### config.mk
export PLATFORM = sky130hd
export DESIGN_NAME = rbd_ctrl_flat
export DESIGN_NICKNAME = d
export VERILOG_FILES = /design/src/design/rbd_pkg.sv /design/src/design/rbd_ifs.sv /design/src/design/rbd_ctrl.sv /design/src/flat_wrapper.sv
export SDC_FILE = /design/constraint.sdc
export NUM_CORES = 1
export LEC_CHECK = 0
export ABC_CLOCK_PERIOD_IN_PS = 7430
export BUFFER_PORTS_ARGS = -buffer_cell sky130_fd_sc_hd__buf_2
export CORE_MARGIN = 5
export CORE_UTILIZATION = 35
export DETAILED_ROUTE_END_ITERATION = 16
export SETUP_SLACK_MARGIN = 0.5
export SKIP_CTS_REPAIR_TIMING = 1
export SYNTH_ARGS = -nofsm -noshare
export SYNTH_HDL_FRONTEND = slang
export SYNTH_SLANG_ARGS = --single-unit
### constraint.sdc
create_clock -name i_clk -period 7.43 [get_ports i_clk]
set_input_delay 1.1145 -clock i_clk [delete_from_list [all_inputs] [get_ports i_clk]]
set_output_delay 1.1145 -clock i_clk [all_outputs]
set_load 0.05 [all_outputs]
### src/design/rbd_pkg.sv
// Shared constants, register codes and control types of the 2x2 box downsampler.
package rbd_pkg;

    // Default line store sizing and fixed field widths.
    localparam int DEF_MAX_WIDTH = 8192;
    localparam int HEIGHT_LIMIT  = 8192;
    localparam int DIM_W         = 14;
    localparam int ROW_W         = 13;
    localparam int CMP_W         = DIM_W + 1;
    localparam int CH_W          = 8;
    localparam int PAIR_W        = 10;
    localparam int CHANNELS      = 4;
    localparam int TAP_SHIFT     = 2;
    localparam int LINE_W        = CHANNELS * PAIR_W;
    localparam int CFG_IDX_W     = 2;

    // Configuration register indexes.
    localparam logic [CFG_IDX_W-1:0] REG_SOURCE_WIDTH  = 2'd0;
    localparam logic [CFG_IDX_W-1:0] REG_SOURCE_HEIGHT = 2'd1;

    // Per-pixel decisions taken from the position counters.
    typedef struct packed {
        logic capture;   // even column: keep the pixel for the pair
        logic line_wr;   // even row: park the pair sum in the line store
        logic emit;      // this pixel completes an output block
        logic last;      // the completed block is the level's final pixel
        logic w_one;     // width of one: the pixel pairs with itself
        logic h_one;     // height of one: the pair sum pairs with itself
    } t_step;

    // Control seen by each channel lane.
    typedef struct packed {
        logic accept;
        logic capture;
        logic w_one;
        logic s1_h_one;
    } t_lane_ctl;

endpackage

### src/design/rbd_ifs.sv


interface rbd_cfg_if;
    logic                           valid;
    logic                           ready;
    logic [rbd_pkg::CFG_IDX_W-1:0]  index;
    logic [rbd_pkg::DIM_W-1:0]      data;

    modport source (output valid, index, data, input ready);
    modport sink   (input valid, index, data, output ready);
endinterface

### src/design/rbd_ctrl.sv
// Configuration registers, position counters and per-pixel step decisions.
module rbd_ctrl #(
    parameter int MAX_WIDTH = rbd_pkg::DEF_MAX_WIDTH
) (
    input  logic                i_clk,
    input  logic                i_rst_n,
    rbd_cfg_if.sink             i_cfg,
    input  logic                i_accept,
    output rbd_pkg::t_step      o_step,
    output logic [(MAX_WIDTH/2 > 1 ? $clog2(MAX_WIDTH/2) : 1)-1:0] o_idx
);
    import rbd_pkg::*;

    localparam int LINE_DEPTH = MAX_WIDTH / 2;
    localparam int IW = (LINE_DEPTH > 1) ? $clog2(LINE_DEPTH) : 1;
    localparam int CW = $clog2(MAX_WIDTH);
    localparam int WW = $clog2(MAX_WIDTH + 1);

    logic            r_w_one, r_h_one;
    logic [CW-1:0]   r_w_m1, r_dw_m1;
    logic [ROW_W-1:0] r_h_m1, r_dh_m1;
    logic [CW-1:0]   r_col;
    logic [ROW_W-1:0] r_row;

    logic [WW-1:0]   w_eff;
    logic [DIM_W-1:0] h_eff;
    logic            cfg_fire, wr_width, wr_height;
    logic [CW-1:0]   ox;
    logic [ROW_W-1:0] oy;

    assign i_cfg.ready = 1'b1;
    assign cfg_fire    = i_cfg.valid;

    // Register decode; an index beyond the list writes nothing.
    always_comb begin
        wr_width  = 1'b0;
        wr_height = 1'b0;
        unique case (i_cfg.index)
            REG_SOURCE_WIDTH:  wr_width  = cfg_fire;
            REG_SOURCE_HEIGHT: wr_height = cfg_fire;
            default: ;
        endcase
    end

    // Clamp a written dimension: zero acts as one, oversize acts as the limit.
    always_comb begin
        if (i_cfg.data == '0) begin
            w_eff = WW'(1);
        end else if ({1'b0, i_cfg.data} > CMP_W'(MAX_WIDTH)) begin
            w_eff = WW'(MAX_WIDTH);
        end else begin
            w_eff = WW'(i_cfg.data);
        end
        if (i_cfg.data == '0) begin
            h_eff = DIM_W'(1);
        end else if (i_cfg.data > DIM_W'(HEIGHT_LIMIT)) begin
            h_eff = DIM_W'(HEIGHT_LIMIT);
        end else begin
            h_eff = i_cfg.data;
        end
    end

    // Derived dimension registers, held ready for the counters.
    always_ff @(posedge i_clk) begin
        if (!i_rst_n) begin
            r_w_one <= 1'b1;
            r_w_m1  <= '0;
            r_dw_m1 <= '0;
            r_h_one <= 1'b1;
            r_h_m1  <= '0;
            r_dh_m1 <= '0;
        end else begin
            if (wr_width) begin
                r_w_one <= (w_eff == WW'(1));
                r_w_m1  <= CW'(w_eff - WW'(1));
                r_dw_m1 <= (w_eff == WW'(1)) ? '0 : CW'((w_eff >> 1) - WW'(1));
            end
            if (wr_height) begin
                r_h_one <= (h_eff == DIM_W'(1));
                r_h_m1  <= ROW_W'(h_eff - DIM_W'(1));
                r_dh_m1 <= (h_eff == DIM_W'(1)) ? '0 : ROW_W'((h_eff >> 1) - DIM_W'(1));
            end
        end
    end

    // Raster position of the next pixel; wraps at row and image end and restarts on a dimension write.
    always_ff @(posedge i_clk) begin
        if (!i_rst_n) begin
            r_col <= '0;
            r_row <= '0;
        end else if (wr_width || wr_height) begin
            r_col <= '0;
            r_row <= '0;
        end else if (i_accept) begin
            if (r_col == r_w_m1) begin
                r_col <= '0;
                r_row <= (r_row == r_h_m1) ? '0 : r_row + ROW_W'(1);
            end else begin
                r_col <= r_col + CW'(1);
            end
        end
    end

    // Decisions for the pixel at the current position. Odd columns and rows
    // are always inside the reduced area, so parity alone selects the pairs.
    assign ox = r_col >> 1;
    assign oy = r_row >> 1;
    assign o_idx = ox[IW-1:0];

    always_comb begin
        o_step.capture = !r_w_one && !r_col[0];
        o_step.w_one   = r_w_one;
        o_step.h_one   = r_h_one;
        o_step.line_wr = (r_w_one || r_col[0]) && !r_h_one && !r_row[0];
        o_step.emit    = (r_w_one || r_col[0]) && (r_h_one || r_row[0]);
        o_step.last    = (ox == r_dw_m1) && (oy == r_dh_m1);
    end

endmodule

### src/flat_wrapper.sv
// flat-port wrapper written by rule: the top's interface ports become plain ports
module rbd_ctrl_flat import rbd_pkg::*;
#(
    parameter int MAX_WIDTH = rbd_pkg::DEF_MAX_WIDTH
)
  (i_clk, i_rst_n, i_accept, o_step, o_idx, i_cfg_valid, i_cfg_index, i_cfg_data, i_cfg_ready);
  rbd_cfg_if i_cfg_i ();
  input  logic i_clk;
  input  logic i_rst_n;
  input  logic i_accept;
  output rbd_pkg::t_step o_step;
  output logic [(MAX_WIDTH/2 > 1 ? $clog2(MAX_WIDTH/2) : 1)-1:0] o_idx;
  input wire logic [$bits(i_cfg_i.valid)-1:0] i_cfg_valid;
  input wire logic [$bits(i_cfg_i.index)-1:0] i_cfg_index;
  input wire logic [$bits(i_cfg_i.data)-1:0] i_cfg_data;
  output wire logic [$bits(i_cfg_i.ready)-1:0] i_cfg_ready;
  assign i_cfg_i.valid = i_cfg_valid;
  assign i_cfg_i.index = i_cfg_index;
  assign i_cfg_i.data = i_cfg_data;
  assign i_cfg_ready = i_cfg_i.ready;
  rbd_ctrl #(.MAX_WIDTH(MAX_WIDTH)) u_core (.i_clk(i_clk), .i_rst_n(i_rst_n), .i_cfg(i_cfg_i), .i_accept(i_accept), .o_step(o_step), .o_idx(o_idx));
endmodule
---- Word-level counts from Yosys, hierarchy flattened ----
Index checks and enable logic that the tools add are counted.
operators by class
  add/sub/neg operators ................... 6
  $lt $le $gt $ge ......................... 2
  equality and inequality tests ........... 7
  mux-type cells .......................... 10
  bitwise gates (word level) .............. 1
  reductions and logical operators ........ 16
operators by type and width
  operator                                                                number
  14-bit 2-to-1 mux                                                       4
  13-bit 2-to-1 mux                                                       4
  13-bit by 1-bit subtractor with 13-bit output, second input constant    4
  14-bit by 1-bit equality test with 1-bit output, second input constant  2
  14-bit greater-than comparator, second input constant                   2
  13-bit by 1-bit adder with 13-bit output, second input constant         2
  12-bit by 13-bit equality test with 1-bit output                        2
  13-bit equality test                                                    2
  14-bit logical NOT                                                      1
  1-bit logical AND                                                       5
  1-bit logical NOT                                                       4
  1-bit logical OR                                                        3
  2-bit by 1-bit equality test with 1-bit output, second input constant   1
  2-bit logical NOT                                                       1
  1-bit 2-to-1 mux                                                        2
  2-bit AND reduction                                                     1
  2-bit OR reduction                                                      1
  1-bit NOT                                                               1
word-level totals
  register bits after elaboration ......... 80
  output and inout bits ................... 19
  logic and storage cells ................. 50

---- Depth between registers and ports, before layout ----
Gate-level depths: netlist (run 1).
  depth in word-level cells ............... 5
  depth in mapped cells ................... 13
  depth with buffers taken out ............ 10

---- Worst setup path before layout (run 1) ----
No wires, ideal clock.
  kind .................................... flip-flop to output port
  start ................................... register u_core.r_row[3]
  end ..................................... output port o_step[2] in the netlist's numbering
  arrival time ............................ 2586 ps
  required time ........................... 6315 ps
  path slack .............................. 3730 ps
  stages on the path, launching flop included .. 6
  path through ............................ dfxtp_1 -> clkbuf_1 -> xor2_1 -> nor4_1 -> nand4_1 -> nor4_1
RTL lines
  what                    RTL line            source
  from (decl)             rbd_ctrl.sv:23      logic [ROW_W-1:0] r_row;
  from (signal assigned)  rbd_ctrl.sv:97      r_row <= (r_row == r_h_m1) ? '0 : r_row + ROW_W'(1);
  to (decl)               flat_wrapper.sv:11  output rbd_pkg::t_step o_step;

---- Worst setup path in the final report (run 1) ----
  start ................................... input port i_cfg_data[8]
  end ..................................... register u_core.r_dh_m1[8]
between the ends
  word-level cells in the longest chain between the ends .. 5
  elaborated cells on any way between the ends .. 7
  those cells by class .................... add/sub (1); order compare (1); eq/ne (1); mux (3); reduce/logical (1)
RTL lines
  what                                                                                                                     RTL line            source
  from (decl)                                                                                                              flat_wrapper.sv:15  input wire logic [$bits(i_cfg_i.data)-1:0] i_cfg_data;
  14-bit greater-than comparator                                                                                           rbd_ctrl.sv:56      end else if (i_cfg.data > DIM_W'(HEIGHT_LIMIT)) begin
  14-bit 2-to-1 mux                                                                                                        rbd_ctrl.sv:56
  14-bit 2-to-1 mux *                                                                                                      rbd_ctrl.sv:54      if (i_cfg.data == '0) begin
  13-bit by 1-bit subtractor with 13-bit output / 14-bit by 1-bit equality test with 1-bit output (equally long branches)  rbd_ctrl.sv:81      r_dh_m1 <= (h_eff == DIM_W'(1)) ? '0 : ROW_W'((h_eff >> 1) - DIM_W'(1));
  13-bit 2-to-1 mux *                                                                                                      rbd_ctrl.sv:81
  to (signal assigned)                                                                                                     rbd_ctrl.sv:81
  to (decl)                                                                                                                rbd_ctrl.sv:21      logic [ROW_W-1:0] r_h_m1, r_dh_m1;
Mark *: on every way between the ends. The rest lies on a longest branch, timed or not.
A chain may end at the register's enable or synchronous reset.

==> run metrics, run 1 <==
min Tclk post-route=3710 ps; Worst VDD drop=0.000143 V; grt total ovfl=0; die area=15800 sq um; CP Launch Type=primary input; post-route antenna net violation count=0; DRT Wirelength=13.4 mm; Layout Skew=3.79 ps; Pre-antenna DRT Iters=5; Most common cell on crit path=nor2_1; worst setup margin=3720 ps; Worst-Skew Late Latency=340 ps; DIE WIDTH=126 um; PortBufs=37; Leak=0.00208 uW; DP Worst Slack=3450 ps; initial drt markers=360; XOR/XNOR Fraction of Synth Area=14.6%; Compound-Gate Fraction of Synth Area=12.8%; initial antenna violation count=0; family with the most delay on the worst path=simple AND/OR/NAND/NOR gates; Worst EP arrival=3910 ps; CTS Root Cell=clkbuf_16; FF+latch count, synth=80; multi-input logic area=2750 sq um; Seq/Total Area, Yosys=34.2%; Rows=42; Worst-path clk slew=60 ps; Max-slew headroom=33.2%; Area growth syn-to-layout=9.20%; Synth top area share=34.2%; required time of the critical path=7630 ps; Cells after Synth=586; YS warnings=0; Synth Area in Adders=1.60%; RSZ-0062 raised after global routing=false; run status=complete, no violations; Die Y=126 um; Slew Limit Fails=0; nets=602; average cell area after synthesis=7.99 sq um; dpl hpwl=9.91 mm; routed vias/inst=5.48; Hold Crit Class=flip-flop to flip-flop; crit path capture type=flip-flop; most frequent cell after synthesis=dfxtp_1; placed inst area=4800 sq um; crit-path cells=buf_2 -> nor4_4 -> and3_1 -> a21oi_1 -> nor2_1 -> ha_1 -> nor3b_1 -> and4_1 -> nand2b_1 -> a2bb2oi_1 -> nor2_1; GP Congestion=0.898; worst-margin pin slew=1000 ps; Yosys top cell by area=dfxtp_1; final instance area=5110 sq um; Slowest-stage cell, CP=and4_1; PD cells=212 nW/um^2; Starting Density=35.5%; DRC viols=0; buffers and inverters on the worst path=1; ANT cells=0; Filler cells=1341; hold slack final=466 ps; Fin. Hold Viols=0; io pins=39; layout cell share with drive strength beyond 1=10.4%; largest family of logic cells by synthesized area=simple AND/OR/NAND/NOR gates; syn_nets=612; CTS Buffer Depth=2; GRT Util Overall=17.2%; Reg area=1600 sq um; wire length of the first global-routing pass=21.8 mm; Tcrit/Tclk final=49.9%; crit path kind=primary input to flip-flop; Core ar.=13200 sq um; CTS Buf Count=9; largest net degree at the start of global routing=34; mux cell area share after synthesis=1.71%; Async S/R FF share, synth=0%; Post-synth EDFFs=0; routed len/inst=17.7 um; Synth cell types=47; post-synthesis simple-gate area fraction=28.0%; Primary FF master, synth=dfxtp_1; final setup violating endpoints=0; max cap viols=0; crit-path max FO=15; CTS tree=yes; Mapped Area=4680 sq um; vias in the first global route=4023; CTS H-tree depth=3; setup TNS=0 ps; top cells by area, synth=dfxtp_1 34%, xor2_1 10%, nand2_1 4.7%; via count=4141; fmax=269 MHz; clock sink count=80; crit-path max cell delay=600 ps; Post-synth top cells=80 x dfxtp_1, 59 x nand2_1, 56 x xor2_1
cells by family (layout without fill, tap and decap cells):
| family | count (synthesis) | after routing |
|---|---|---|
| buffers and inverters | 68 | 61 |
| other | 1 | 1 |
| adder cells (fa/ha/maj) | 6 | 6 |
| AO/OA/AOI/OAI | 98 | 98 |
| flip-flops | 80 | 80 |
| AND/OR/NAND/NOR | 247 | 247 |
| XOR/XNOR | 78 | 78 |
| multiplexers | 8 | 8 |
area by class of cell:
cell class / count / area share (%)
clock inverter: 4 / 1.37
timing repair buffer: 38 / 3.77
clock buffer: 10 / 4.68
inverter: 9 / 0.661
multi-input combinational: 438 / 53.9
sequential: 80 / 31.3
tap: 176 / 4.31
final timing paths:
check	end	from	slack (ps)	cells past startpoint
worst max-delay path	u_core.r_dh_m1[8]	i_cfg_data[8]	3720	11
worst min-delay path	u_core.r_dh_m1[4]	u_core.r_dh_m1[4]	470	2
worst max register to register	u_core.r_row[10]	u_core.r_col[11]	5010	5
worst min register to register	u_core.r_dh_m1[4]	u_core.r_dh_m1[4]	470	2
layer usage:
layer / wire length [um] / global-route usage [%] / vias up
met5: 0 / 0 / -
met1: 6410 / 24.8 / 1984
met2: 5930 / 26.1 / 135
li1: - / - / 2005
met4: 299 / 6.89 / 0
met3: 751 / 2.29 / 17
power breakdown:
part,leakage [uW],internal (uW),switching (uW)
Clock,0.000154,298,173
Sequential,0.000650,443,14.2
Combinational,0.00128,49.7,107
Total,0.00208,792,294
worst reg2reg max path: cells and delay by family, from the launching register on:
family	cells	cell delay, ps
flip-flops	1	550
XOR/XNOR	1	230
AND/OR/NAND/NOR	4	1500
cells in the final DEF (no fill, tap or decap), types with 5 or more instances in the layout:
cell,instances
ha_1,6
nand2_1,59
nor2b_1,5
xnor2_1,22
dfxtp_1,80
inv_1,8
a2bb2oi_1,6
nor2_1,52
nand2b_1,8
nor3_1,25
nor4_1,10
a31oi_1,7
buf_2,37
o21ai_0,23
nand4_1,24
o31ai_1,9
nand3_1,31
a21oi_1,33
clkbuf_16,9
xor2_1,56
and3_1,5
mux2i_1,8
sequential cells by signal, summed over array words and instances, names as in the netlist:
name,count
u_core.r_row,13
u_core.r_h_one,1
u_core.r_dh_m1,13
u_core.r_w_one,1
u_core.r_h_m1,13
u_core.r_w_m1,13
u_core.r_col,13
u_core.r_dw_m1,13
stage by stage:
step,util [%],power [uW],std cells
finish,38.7,1090,755
global route,38.7,1120,755
CTS,38.7,1090,755
detailed placement,36.4,621,741
global placement,36.4,619,741
floorplan,-,577,586
No activity file was read; power rests on OpenSTA's default activity.
==> run 2: changes to the inputs <==
Settings changed: ABC_AREA from default to 1, ABC_CLOCK_PERIOD_IN_PS 7430 to 3200.
Clock period 7.43 ns to 3.2 ns, I/O delays scaled along.
==> run metrics, run 2 <==
vias in the first global route=4062; Tcrit/Tclk final=81.2%; fmax=385 MHz; Mapped Area=4840 sq um; routed vias/inst=4.95; Post-synth top cells=154 x nand2_1, 94 x inv_1, 80 x dfxtp_1; grt total ovfl=0; GRT Util Overall=17.2%; ANT cells=0; RSZ-0062 raised after global routing=false; PD cells=476 nW/um^2; Synth top area share=33.1%; crit path capture type=output pin; initial drt markers=452; Area growth syn-to-layout=11.0%; syn_nets=760; crit path kind=flip-flop to output pin; CTS Root Cell=clkbuf_16; worst-margin pin slew=667 ps; Layout Skew=8.09 ps; most frequent cell after synthesis=nand2_1; CTS Buffer Depth=2; most frequent cells in the layout=154 x nand2_1, 94 x inv_1, 80 x dfxtp_1, 71 x nor2_1, 61 x a21oi_1; required time of the critical path=2720 ps; Worst EP arrival=2120 ps; nets=771; wire length of the first global-routing pass=22.2 mm; Reg area=1600 sq um; dpl hpwl=10.7 mm; CTS tree=yes; Seq/Total Area, Yosys=33.1%; Rows=43; GP Congestion=0.906; DRT Wirelength=14.1 mm; PortBufs=37; commonest non-fill, non-tap cell in the layout=nand2_1; routed len/inst=15.1 um; multi-input logic area=2620 sq um; via count=4599; Async S/R FF share, synth=0%; Filler cells=1488; run status=complete, no violations; initial antenna violation count=0; Final Util=39.2%; Cells after Synth=734; FF+latch count, synth=80; crit-path max FO=8; CTS Buf Count=9; Pre-antenna DRT Iters=4; io pins=39; Leak=0.00244 uW; Post-synth EDFFs=0; setup TNS=0 ps; Yosys top cell by area=dfxtp_1; total chip power=2560 uW; DRC viols=0; Hold Crit Class=primary input to flip-flop; Worst-Skew Late Latency=340 ps; Worst-path clk slew=60 ps; clock sink count=80; layout cell share with drive strength beyond 1=11.6%; min Tclk post-route=2600 ps; largest net degree at the start of global routing=39; CP Launch Type=flip-flop; Worst VDD drop=0.000237 V; Fin. Hold Viols=0; post-route antenna net violation count=0; die area=16300 sq um; Die Y=128 um; YS warnings=0; Slew Limit Fails=0; final setup violating endpoints=0; top cells by area, synth=dfxtp_1 33%, nand2_1 12%, inv_1 7.3%; max cap viols=0; DIE WIDTH=128 um; CTS H-tree depth=3; Max-slew headroom=54.9%; average cell area after synthesis=6.60 sq um; Synth cell types=41; Primary FF master, synth=dfxtp_1; Core ar.=13700 sq um; Starting Density=35.3%
-- run 2: cell count changes after synthesis, moves of 8 or more --
cell / previous run / this run
inv_1: 8 / 94
a21oi_1: 33 / 61
xor2_1: 56 / 36
nand2_1: 59 / 154
nand2b_1: 8 / 0
nand3_1: 31 / 43
o21ai_1: 0 / 11
mux2i_1: 8 / 0
nor2_1: 52 / 73
xnor2_1: 22 / 6
clkbuf_1: 37 / 19
nand4_1: 24 / 10
o31ai_1: 9 / 0
o21ai_0: 23 / 45
-- run 2: logic make-up (layout without fill, tap and decap cells) --
family	Yosys count	after routing	share of synthesized area (%)
simple gates	329	329	29.9
other cells	1	1	0.0774
xor+xnor	42	42	7.59
fa+ha+maj	6	6	1.55
compound gates	133	133	14.9
buf+inv	143	158	12.9
flops	80	80	33.1
-- run 2: worst paths after layout --
path	end	cells past startpoint	startpoint	slack [ps]
hold / removal	u_core.r_col[0]	3	i_accept	460
setup / recovery	o_step[2]	5	u_core.r_col[8]	600
setup reg to reg	u_core.r_row[0]	8	u_core.r_col[8]	1220
hold reg to reg	u_core.r_row[5]	2	u_core.r_row[5]	510
-- run 2: stage by stage --
stage	instance area [sq um]	cells	worst slack (ps)	hold WS, ps
3_5_place_dp	5050	914	388	497
4_1_cts	5370	929	626	452
2_1_floorplan	4840	734	615	467
5_1_grt	5370	929	554	490
3_3_place_gp	5050	914	366	498
6_report	5370	929	602	462
-- run 2: power by group --
part | total [uW] | internal, uW | switching (uW) | leakage (uW)
clock | 1120 | 700 | 415 | 0.000155
combinational | 377 | 114 | 263 | 0.00163
sequential | 1070 | 1040 | 32.9 | 0.000652
total | 2560 | 1850 | 711 | 0.00244
-- run 2: worst max-delay path, cell delays in order (launching register included) --
cell and delay, ps:
dfxtp_1 520, xnor2_1 210, o21ai_0 120, nor4_1 300, nor3b_1 300, buf_2 320
-- run 2: per-layer routing --
layer,GRT usage (%),part of all wire [%],vias to the layer above
met5,0,0,-
met4,8.11,3.2,0
met3,2.01,6.5,26
met2,24.7,41,154
met1,25.6,49,2050
li1,-,-,2369
-- run 2: area by class of cell --
cell class	count	share of cell area (%)
Clock buffer	10	4.45
Clock inverter	5	1.51
Inverter	100	6.98
Multi-Input combinational cell	511	48.8
Sequential cell	80	29.8
Tap cell	180	4.19
Timing Repair Buffer	43	4.28
