==> config.mk <==
export PLATFORM = sky130hd
export DESIGN_NAME = rbd_lane
export DESIGN_NICKNAME = d
export VERILOG_FILES = /design/src/design/rbd_pkg.sv /design/src/design/rbd_lane.sv
export SDC_FILE = /design/constraint.sdc
export NUM_CORES = 1
export LEC_CHECK = 0
export BUFFER_PORTS_ARGS = -buffer_cell sky130_fd_sc_hd__buf_2
export CORE_ASPECT_RATIO = 1.4
export CORE_MARGIN = 1
export CORE_UTILIZATION = 52
export DETAILED_ROUTE_END_ITERATION = 8
export GPL_ROUTABILITY_DRIVEN = 0
export PLACE_DENSITY_LB_ADDON = 0.12
export RECOVER_POWER = 50
export SYNTH_ARGS = -nofsm -noshare
export SYNTH_HDL_FRONTEND = slang
export SYNTH_SLANG_ARGS = --single-unit
==> constraint.sdc <==
create_clock -name i_clk -period 2.7 [get_ports i_clk]
set_input_delay 0.135 -clock i_clk [delete_from_list [all_inputs] [get_ports i_clk]]
set_output_delay 0.135 -clock i_clk [all_outputs]
set_load 0.02 [all_outputs]
==> src/design/rbd_pkg.sv <==
// Shared constants, register codes and control types of the 2x2 box downsampler.
package rbd_pkg;

    // Default line store sizing and fixed field widths.
    localparam int DEF_MAX_WIDTH = 8192;
    localparam int HEIGHT_LIMIT  = 8192;
    localparam int DIM_W         = 14;
    localparam int ROW_W         = 13;
    localparam int CMP_W         = DIM_W + 1;
    localparam int CH_W          = 8;
    localparam int PAIR_W        = 10;
    localparam int CHANNELS      = 4;
    localparam int TAP_SHIFT     = 2;
    localparam int LINE_W        = CHANNELS * PAIR_W;
    localparam int CFG_IDX_W     = 2;

    // Configuration register indexes.
    localparam logic [CFG_IDX_W-1:0] REG_SOURCE_WIDTH  = 2'd0;
    localparam logic [CFG_IDX_W-1:0] REG_SOURCE_HEIGHT = 2'd1;

    // Per-pixel decisions taken from the position counters.
    typedef struct packed {
        logic capture;   // even column: keep the pixel for the pair
        logic line_wr;   // even row: park the pair sum in the line store
        logic emit;      // this pixel completes an output block
        logic last;      // the completed block is the level's final pixel
        logic w_one;     // width of one: the pixel pairs with itself
        logic h_one;     // height of one: the pair sum pairs with itself
    } t_step;

    // Control seen by each channel lane.
    typedef struct packed {
        logic accept;
        logic capture;
        logic w_one;
        logic s1_h_one;
    } t_lane_ctl;

endpackage

==> src/design/rbd_lane.sv <==
// One colour channel: horizontal pair sum, then the vertical sum and average.
module rbd_lane (
    input  logic                        i_clk,
    input  rbd_pkg::t_lane_ctl          i_ctl,
    input  logic [rbd_pkg::CH_W-1:0]    i_px,
    input  logic [rbd_pkg::PAIR_W-1:0]  i_line,
    output logic [rbd_pkg::PAIR_W-1:0]  o_pair,
    output logic [rbd_pkg::CH_W-1:0]    o_avg
);
    import rbd_pkg::*;

    logic [CH_W-1:0]   r_held;
    logic [PAIR_W-1:0] r_pair;
    logic [PAIR_W:0]   sum;

    // Pair of the held even pixel with this one, or the pixel doubled.
    assign o_pair = i_ctl.w_one ? {1'b0, i_px, 1'b0}
                                : PAIR_W'(r_held) + PAIR_W'(i_px);

    always_ff @(posedge i_clk) begin
        if (i_ctl.accept && i_ctl.capture) begin
            r_held <= i_px;
        end
        if (i_ctl.accept) begin
            r_pair <= o_pair;
        end
    end

    // Block sum from the stored pair of the row above, or the pair doubled.
    assign sum   = i_ctl.s1_h_one ? {r_pair, 1'b0}
                                  : (PAIR_W + 1)'(i_line) + (PAIR_W + 1)'(r_pair);
    assign o_avg = sum[PAIR_W-1:TAP_SHIFT];

endmodule

# [After elaboration in Yosys (flattened, before gate mapping)]
# Cells that the tools add are included.
[word_totals] ff_bits=17 inputBits=23 output_inout_bits=18 elab_cells=7
[classes] add_sub_neg=2 mux=2 n_reduce_logical=1
[ops] cell="$add A10 B9 Y10" count=1
[ops] cell="$mux W10" count=1
[ops] cell="$add A8 B8 Y9" count=1
[ops] cell="$mux W9" count=1
[ops] cell="$logic_and A1 B1 Y1" count=1

# [Logic depth before layout (Yosys ltp)]
# Gate-level depths: netlist of run 1.
[depth] ltp_word=2 mapped_depth=6 depth_no_buf=6

# [Worst setup path before layout of run 1]
# Ideal clock, no wire load.
[synth_timing] path_type="flip-flop to flip-flop" start="reg r_held[0]" end="reg r_pair[6], data pin" setup_time_ns=0.306 arrival_ns=2.197 required_time_ns=2.394 slack_ns=0.197 stages_incl_launch_ff=7 n_path_buf=0 synth_period_minus_slack_ns=2.503 path_cell_list="edfxtp_1 > ha_1 > fa_1 > a21oi_1 > o21ai_0 > o311a_1 > o31ai_1"
[synth_via] elab_chain_cells=2
[synth_lines] element="from (decl)" line_no="rbd_lane.sv:12" text="logic [CH_W-1:0] r_held;"
[synth_lines] element="from (signal assigned)" line_no="rbd_lane.sv:22" text="r_held <= i_px;"
[synth_lines] element="$add A8 B8 Y9" line_no="rbd_lane.sv:18" text=": PAIR_W'(r_held) + PAIR_W'(i_px);"
[synth_lines] element="$mux W9" line_no="rbd_lane.sv:17" text="assign o_pair = i_ctl.w_one ? {1'b0, i_px, 1'b0}"
[synth_lines] element="via o_pair (one bit)" line_no="rbd_lane.sv:7" text="output logic [rbd_pkg::PAIR_W-1:0] o_pair,"
[synth_lines] element="to (signal assigned)" line_no="rbd_lane.sv:25" text="r_pair <= o_pair;"
[synth_lines] element="to (decl)" line_no="rbd_lane.sv:13" text="logic [PAIR_W-1:0] r_pair;"
# The timed path passes the listed nets, and every way through them passes these cells.
# A chain may end at the register's enable or synchronous reset.

# [Worst setup path after layout of run 1]
[layout_timing] start="reg r_held[0]" end="out o_pair[6] (netlist bit)"
[layout_via] elab_chain_cells=2
[layout_lines] element="$add A8 B8 Y9" line_no="rbd_lane.sv:18"
[layout_lines] element="$mux W9" line_no="rbd_lane.sv:17"
[layout_lines] element="to (decl)" line_no="rbd_lane.sv:7"
# No other way between the ends.

==> results of run 1 <==
## what timing repair did
action                                  4_1_cts  5_1_grt
endpoints found under the setup margin        1        2
setup buffers                                 0        1
pin swaps                                     0        2
gates resized for setup                       2        2
hold endpoints to repair                      0        0
## layout make-up
type / instances / area (µm²) / area share
clock inverters: 1 / 5.00 / 0.00298
repair buffers: 40 / 194 / 0.115
well taps: 36 / 45.0 / 0.0268
clock buffers: 3 / 22.5 / 0.0134
multi-input cells: 122 / 893 / 0.531
inverters: 3 / 11.3 / 0.00670
flip-flops and latches: 17 / 510 / 0.304
## sequential cells by signal, indices dropped and copies added (netlist names)
signal / flops
r_held: 8
r_pair: 9
## logic make-up after synthesis
kind of cell               synth area share
AOI/OAI and AO/OA                     0.247
xor gates and xnor gates             0.0369
adders and majority gates             0.155
buffers and inverters                0.0211
DFF                                   0.359
muxes                                0.0158
other                               0.00264
and+or+nand+nor                       0.163
## metrics by stage
| stage | instance area (µm²) | instances | utilization |
|---|---|---|---|
| CTS | 1680 | 221 | 0.643 |
| finish | 1680 | 222 | 0.643 |
| global placement | 1640 | 217 | 0.629 |
| global route | 1680 | 222 | 0.643 |
| detailed placement | 1640 | 217 | 0.629 |
| floorplan | 1420 | 146 | - |
## worst max-delay path, cell delays in order (launching register included)
cell and delay [ns]:
edfxtp_1 0.40, ha_1 0.24, fa_2 0.38, a21oi_2 0.16, o21ai_0 0.15, o311a_1 0.36
o31ai_2 0.27, buf_4 0.20
## power by group through the flow
| stage | Sequential, mW | Clock, mW | Combinational (mW) |
|---|---|---|---|
| finish | 0.329 | 0.135 | 0.357 |
| global route | 0.331 | 0.145 | 0.396 |
| CTS | 0.329 | 0.141 | 0.354 |
| detailed placement | 0.335 | 0 | 0.349 |
| global placement | 0.333 | 0 | 0.337 |
| floorplan | 0.331 | 0 | 0.252 |
## worst paths after layout
kind | startpoint | end | slack [ns] | depth (start not counted)
setup / recovery | r_held[0] | o_pair[6] | 0.11 | 7
hold / removal | i_px[5] | r_held[5] | 0.08 | 1
setup reg to reg | r_held[0] | r_pair[6] | 0.55 | 6
hold reg to reg | r_held[0] | r_pair[0] | 0.77 | 2
## metal layers
layer  track usage  up-vias  part of all wire
li1              -      649                 -
met3        0.0198       11             0.036
met5             0        -                 0
met4         0.125        0             0.029
met1         0.248      627              0.38
met2         0.426       44              0.55
## synth_stat cells, types with 3 or more instances
library cell / instances
o21ai_0: 13
a21oi_1: 10
nor2b_1: 5
nand2_1: 18
xnor2_1: 4
inv_1: 3
nor2_1: 4
o211ai_1: 4
nor3_1: 6
o31ai_1: 3
a21o_1: 3
clkbuf_1: 3
ha_1: 16
a211oi_1: 5
edfxtp_1: 17
==> run summary, run 1 <==
Via density: 6.00
CTS tree: done
Port buffer count: 39
CTS root buffer: clkbuf_4
Total Power: 0.821 mW
Worst-Margin Slew: 0.492 ns
Longest Clk Path Bufs: 2
Yosys top cell area share: 0.359
Area leader, netlist: edfxtp_1
Fillcell total: 232
Row Count: 22
Max-Cap Viols: 0
Sink Count: 17
CP Launch Type: flop
Setup WS post-layout: 0.111 ns
Yosys reg bits: 17
Switching power: 0.304 mW
I/O Pins: 41
Clk_lat worst skew: 0.29 ns
CP endpoint kind: output port
DRC: 0
RSZ-0062 raised after global routing: no
Ant diodes: 0
Final Setup Violations: 0
Core footprint: 2620 µm²
Setup TNS: 0 ns
P&R area growth vs syn: 18.2%
Largest net degree at the start of global routing: 19
H-Tree Depth: 1
Period minus WS final: 2.59 ns
Relative slew slack: 0.670
Starting Density: 0.544
Global-route wire length before repair: 5.23 mm
Worst-path clk slew: 0.10 ns
Combinational share of power: 0.435
Final Hold Slack: 0.0837 ns
Initial antenna violation count: 0
Leak pwr: 0.690 nW
Final WL: 3.07 mm
Detailed Routing Iterations Pass 1: 4
Most frequent cells in the layout: 29 x buf_2, 18 x nand2_1, 17 x edfxtp_1, 16 x ha_1, 13 x o21ai_0
Die height: 63.9 µm
CP required: 2.57 ns
Hold Vio Cnt, Final: 0
Max VDD drop: 358 µV
Share of power burned in registers: 0.400
Power density over the cells: 488 nW/µm²
Fmax achieved: 0.386 GHz
Die area: 2950 µm²
Width of the die: 46.2 µm
Pint: 0.518 mW
Pins Over Slew Limit: 0
Mapped cell area: 1420 µm²
Unique masters post-synth: 42
Tightest Hold Check Type: in2reg
Total Nets Final: 227
Final Skew: 0.00192 ns
Ys async rst share: 0
Post-DP HPWL: 2.47 mm
Clk pwr share: 0.165
Routed Antenna Nets: 0
Worst-path fanout max: 3
Ys flop type: edfxtp_1
Average routed wire per standard cell: 13.8 µm
Top post-synthesis cells by area: edfxtp_1 36%, ha_1 14%, nand2_1 4.7%
First DRT Iteration DRCs: 50
Post-Syn Instances: 146
Worst EP arrival: 2.45 ns
CTS buffer count: 3
Switching share of power: 0.370
Pre-CTS WS: 0.241 ns
Syn nets: 186
Gr usage total: 0.234
EDFF count, synth: 17
Run status: finished clean
Layout cells sized above 1: 0.253
Number of global-route vias before repair: 1325
Sequential-to-total area share from yosys stat: 0.359
Syn avg cell area: 9.74 µm²
GR Overflow Total: 0
CP Class: reg2out
Synth warn: 0
Period utilization: 0.959
Commonest non-fill, non-tap cell in the layout: buf_2
Hold buffers post-CTS: 0
Via count: 1331
No activity file was read; power rests on OpenSTA's default activity.
==> run 2, diff against run 1 <==
- ABC_AREA: default -> 1
- BUFFER_PORTS_ARGS: -buffer_cell sky130_fd_sc_hd__buf_2 -> default
- CORE_UTILIZATION: 52 -> 63
- DONT_BUFFER_PORTS: default -> 1
==> run summary, run 2 <==
Final Setup Violations: 0 (unchanged)
Via count: 1334 (+0.23%)
I/O Pins: 41 (unchanged)
CTS buffer count: 3 (unchanged)
GR Overflow Total: 0 (unchanged)
Yosys reg bits: 17 (unchanged)
Final Skew: 0.00538 ns (+0.00346 ns)
Yosys top cell area share: 0.343 (-0.0154)
CTS root buffer: clkbuf_4
Most frequent cells in the layout: 73 x nand2_1, 25 x inv_1, 17 x edfxtp_1, 16 x nand3_1, 16 x ha_1
CTS tree: done
Mux cell area share after synthesis: 0 (-0.0158)
Mapped cell area: 1490 µm² (+4.5%)
Top Registers: r_pair x9, r_held x8
Width of the die: 43.1 µm (-6.8%)
Die height: 59.5 µm (-6.9%)
Global-route wire length before repair: 5.17 mm (-1.2%)
Post-synthesis simple-gate area fraction: 0.317 (+0.155)
CP endpoint kind: output port
CP Class: reg2out
Synth warn: 0 (unchanged)
Fmax achieved: 0.430 GHz (+11%)
Hold path depth: 2 (+1)
Final Hold Slack: 0.124 ns (+0.0401 ns)
Largest Register: r_pair
Power density over the cells: 475 nW/µm² (-2.7%)
Hold Vio Cnt, Final: 0 (unchanged)
Ys async rst share: 0 (unchanged)
H-Tree Depth: 1 (unchanged)
Worst-path fanout max: 3 (unchanged)
Final WL: 3.05 mm (-0.72%)
Area leader, netlist: edfxtp_1
Adder-cell share of the synthesized area: 0.148 (-0.00665)
Post-DP HPWL: 2.43 mm (-1.5%)
Worst-Margin Slew: 0.569 ns (+0.0775 ns)
Period minus WS final: 2.32 ns (-0.266 ns)
Syn nets: 242 (+30%)
Clk_lat worst skew: 0.29 ns (about the same)
Period utilization: 0.860 (-0.0986)
Unique masters post-synth: 28 (-33%)
Largest net degree at the start of global routing: 13 (-6)
Ys flop type: edfxtp_1
CP required: 2.57 ns (about the same)
Fillcell total: 179 (-23%)
Worst-path clk slew: 0.09 ns (about the same)
Largest family of logic cells by synthesized area: simple AND/OR/NAND/NOR gates
Max-Cap Viols: 0 (unchanged)
Routed Antenna Nets: 0 (unchanged)
Max reg flops: 9 (unchanged)
Layout cells sized above 1: 0.0751 (-0.178)
Starting Density: 0.675 (+0.131)
Gr usage total: 0.266 (+0.0318)
Syn avg cell area: 7.36 µm² (-24%)
Leak pwr: 0.828 nW (+20%)
Die area: 2560 µm² (-13%)
Longest Clk Path Bufs: 2 (unchanged)
Detailed Routing Iterations Pass 1: 4 (unchanged)
RSZ-0062 raised after global routing: no
Worst EP arrival: 2.19 ns (-0.26 ns)
DRC: 0 (unchanged)
Setup TNS: 0 ns (unchanged)
Initial antenna violation count: 0 (unchanged)
Tightest Hold Check Type: in2reg
Post-Syn Instances: 202 (+38%)
Ant diodes: 0 (unchanged)
R2R cell count: 9 (+3)
Commonest non-fill, non-tap cell in the layout: nand2_1
# Post-CTS Setup Buffers: 0 (unchanged)
Via density: 5.68 (-5.3%)
Sink Count: 17 (unchanged)
CP Launch Type: flop
P&R area growth vs syn: 9.18%
Core footprint: 2200 µm² (-16%)
Port buffer count: 0 (-100%)
Most numerous cell in the Yosys netlist: nand2_1
Top post-synthesis cells by area: edfxtp_1 34%, nand2_1 18%, ha_1 13%
EDFF count, synth: 17 (unchanged)
First DRT Iteration DRCs: 30 (-40%)
Run status: finished clean
Max VDD drop: 388 µV (+8.4%)
Pins Over Slew Limit: 0 (unchanged)
XOR/XNOR Fraction of Synth Area: 0.0177 (-0.0193)
Post-synth top cells: 73 x nand2_1, 25 x inv_1, 17 x edfxtp_1, 16 x ha_1, 16 x nand3_1
Number of global-route vias before repair: 1340 (+1.1%)
Sequential-to-total area share from yosys stat: 0.343 (-0.0154)
Relative slew slack: 0.621 (-0.0497)
Average routed wire per standard cell: 13.0 µm (-6.2%)
Row Count: 20 (-9.1%)
Total Nets Final: 254 (+12%)
Synth Area in Compound Gates: 0.0926 (-0.155)
## run 2: metrics by stage
stage / std cells / util / setup WS, ns / power, mW / cell area (µm²)
finish: 235 / 0.737 / 0.377 / 0.771 / 1620
global route: 235 / 0.737 / 0.321 / 0.822 / 1620
CTS: 235 / 0.737 / 0.399 / 0.774 / 1620
detailed placement: 222 / 0.684 / 0.601 / 0.628 / 1510
global placement: 222 / 0.684 / 0.676 / 0.615 / 1510
floorplan: 202 / - / 0.679 / 0.585 / 1490
## run 2: critical path, cell delays in order (launching register included)
cell and delay [ns]:
edfxtp_1 0.38, ha_1 0.22, fa_1 0.42, nand3_1 0.09, nand2_1 0.09, nand2_1 0.08
nand2_1 0.07, nand2_1 0.09, nand2_1 0.05, o21ai_1 0.41
## run 2: layout make-up
cell class	instances	area [µm²]	area share
multi-input cells	155	860	0.530
flip-flops and latches	17	510	0.315
inverters	27	101	0.0625
repair buffers	10	97.6	0.0601
well taps	22	27.5	0.0170
clock buffers	4	26.3	0.0162
## run 2: cell families after synthesis
logic type               count (synthesis)
adder cells (fa/ha/maj)                 17
flip-flops                              17
XOR/XNOR                                 3
buffers and inverters                   30
AND/OR/NAND/NOR                        111
AO/OA/AOI/OAI                           23
other                                    1
## run 2: per-layer routing
metal  share of wire  vias to the layer above  global-route usage
li1                -                      681                   -
met1            0.38                      603               0.254
met2            0.54                       43               0.532
met3           0.060                        7              0.0457
met4           0.017                        0               0.126
met5               0                        -                   0
## run 2: timing repair
action | in CTS | in global routing
gates resized for setup | 0 | 0
hold buffers | 9 | 0
endpoints found under the hold margin | 17 | 0
## run 2: worst paths after layout
kind	start	endpoint	slack, ns
worst max-delay path	r_held[0]	o_pair[6]	0.38
worst min-delay path	i_ctl[1]	r_pair[4]	0.12
worst max register to register	r_held[0]	r_pair[6]	0.55
worst min register to register	r_held[0]	r_pair[0]	0.91
## run 2: power by group
part	switching [mW]	internal [mW]	total, mW
combinational	0.206	0.106	0.312
clock	0.0760	0.0576	0.134
sequential	0.00935	0.317	0.326
total	0.291	0.480	0.771
==> run 3, diff against run 2 <==
==> constraint.sdc (replaced) <==
create_clock -name i_clk -period 2.7 [get_ports i_clk]
set_input_delay 0.27 -clock i_clk [delete_from_list [all_inputs] [get_ports i_clk]]
set_output_delay 0.27 -clock i_clk [all_outputs]
set_load 0.02 [all_outputs]
==> run summary, run 3 (synthesis gave the netlist of run 2 again) <==
Ant diodes: 0 (unchanged)
Relative slew slack: 0.637 (+0.0167)
Leak pwr: 0.790 nW (-4.5%)
Commonest non-fill, non-tap cell in the layout: nand2_1
Max VDD drop: 429 µV (+11%)
Port buffer count: 0 (unchanged)
Via count: 1309 (-1.9%)
# Post-CTS Setup Buffers: 0 (unchanged)
Largest Register: r_pair
Layout cells sized above 1: 0.0784 (+0.00331)
Final Hold Slack: 0.0612 ns (-0.0626 ns)
CP delay by family, top: adder cells
Fmax achieved: 0.401 GHz (-6.8%)
Final Setup Violations: 0 (unchanged)
Worst-path fanout max: 3 (unchanged)
Crit-path cells: ha_1 -> fa_1 -> nand3_1 -> nand2_1 -> nand2_1 -> nand2_1 -> nand2_1 -> nand2_1 -> o21ai_1
RSZ-0062 raised after global routing: no
Longest Clk Path Bufs: 2 (unchanged)
Pins Over Slew Limit: 0 (unchanged)
Core Util, Final: 0.696 (-0.0409)
Max-Cap Viols: 0 (unchanged)
Run status: finished clean
Sink Count: 17 (unchanged)
Total Nets Final: 245 (-3.5%)
Final instance area: 1530 µm² (-5.6%)
Global-route wire length before repair: 4.90 mm (-5.2%)
Initial antenna violation count: 0 (unchanged)
Average routed wire per standard cell: 13.1 µm (+0.67%)
WP buf/inv: 0 (unchanged)
I/O Pins: 41 (unchanged)
Width of the die: 43.1 µm (unchanged)
Most frequent cells in the layout: 73 x nand2_1, 25 x inv_1, 17 x edfxtp_1, 16 x nand3_1, 16 x ha_1
# resized after CTS: 0 (unchanged)
Number of global-route vias before repair: 1263 (-5.7%)
Starting Density: 0.675 (unchanged)
CP Class: reg2out
Pre-CTS WS: 0.600 ns (-0.00130 ns)
Final WL: 2.95 mm (-3.2%)
Crit-path slowest cell: fa_1
CP endpoint kind: output port
Setup TNS: 0 ns (unchanged)
Clk_lat worst skew: 0.30 ns (about the same)
Tightest Hold Check Type: in2reg
Hold Vio Cnt, Final: 0 (unchanged)
Die height: 59.5 µm (unchanged)
DRC: 0 (unchanged)
Top Registers: r_pair x9, r_held x8
CTS root buffer: clkbuf_4
Power density over the cells: 497 nW/µm² (+4.7%)
Setup WS post-layout: 0.207 ns (-0.170 ns)
GR Overflow Total: 0 (unchanged)
CP required: 2.43 ns (-0.14 ns)
Crit-path most repeated cell: nand2_1
Via density: 5.79 (+2.0%)
Worst EP arrival: 2.22 ns (+0.03 ns)
CTS tree: done
Largest net degree at the start of global routing: 13 (unchanged)
Fillcell total: 176 (-1.7%)
WP depth: 9 (unchanged)
Hold path depth: 0 (-2)
CTS buffer count: 3 (unchanged)
Post-DP HPWL: 2.41 mm (-0.82%)
Gr usage total: 0.254 (-0.0124)
Detailed Routing Iterations Pass 1: 4 (unchanged)
Final Skew: 0.00335 ns (-0.00202 ns)
Delay of the slowest cell on the worst path: 0.41 ns (about the same)
Max reg flops: 9 (unchanged)
Routed Antenna Nets: 0 (unchanged)
Die area: 2560 µm² (unchanged)
CP Launch Type: flop
Placed inst area: 1510 µm² (unchanged)
R2R cell count: 9 (unchanged)
Worst-path clk slew: 0.09 ns (about the same)
H-Tree Depth: 1 (unchanged)
P&R area growth vs syn: 3.11%
Worst-Margin Slew: 0.544 ns (-0.0250 ns)
Hold buffers post-CTS: 0 (-9)
Period utilization: 0.923 (+0.0629)
Row Count: 20 (unchanged)
Period minus WS final: 2.49 ns (+0.170 ns)
First DRT Iteration DRCs: 33 (+10%)
Core footprint: 2200 µm² (unchanged)
[run 3: cell types whose count changed in the layout (fill, tap and decap cells not counted), sizes merged]
cell / previous run / this run
dlygate4sd3: 9 / 0
[run 3: worst paths after layout]
check	startpoint	endpoint	slack, ns
setup / recovery	r_held[0]	o_pair[6]	0.21
hold / removal	i_px[2]	r_held[2]	0.06
setup reg to reg	r_held[0]	r_pair[6]	0.52
hold reg to reg	r_held[0]	r_pair[0]	0.91
[run 3: cell type report]
class,count,area (µm²),area share
repair buffers,1,7.51,0.00490
clock buffers,4,26.3,0.0171
inverters,27,101,0.0661
flip-flops and latches,17,510,0.333
multi-input cells,155,860,0.561
well taps,22,27.5,0.0180
[run 3: metrics by stage]
| step | instances | total power, mW |
|---|---|---|
| floorplan | 202 | 0.585 |
| global placement | 222 | 0.615 |
| detailed placement | 222 | 0.629 |
| CTS | 226 | 0.763 |
| global route | 226 | 0.810 |
| finish | 226 | 0.762 |
[run 3: routing by layer]
layer / routed length [µm] / global-route usage
met2: 1560 / 0.485
met1: 1100 / 0.259
met5: 0 / 0
met3: 201 / 0.0488
met4: 85 / 0.121
[run 3: report_power, final]
part           internal, mW  switching, mW  leakage [nW]
logic                0.0978          0.202         0.611
registers             0.317        0.00939         0.165
clock network        0.0576         0.0790        0.0150
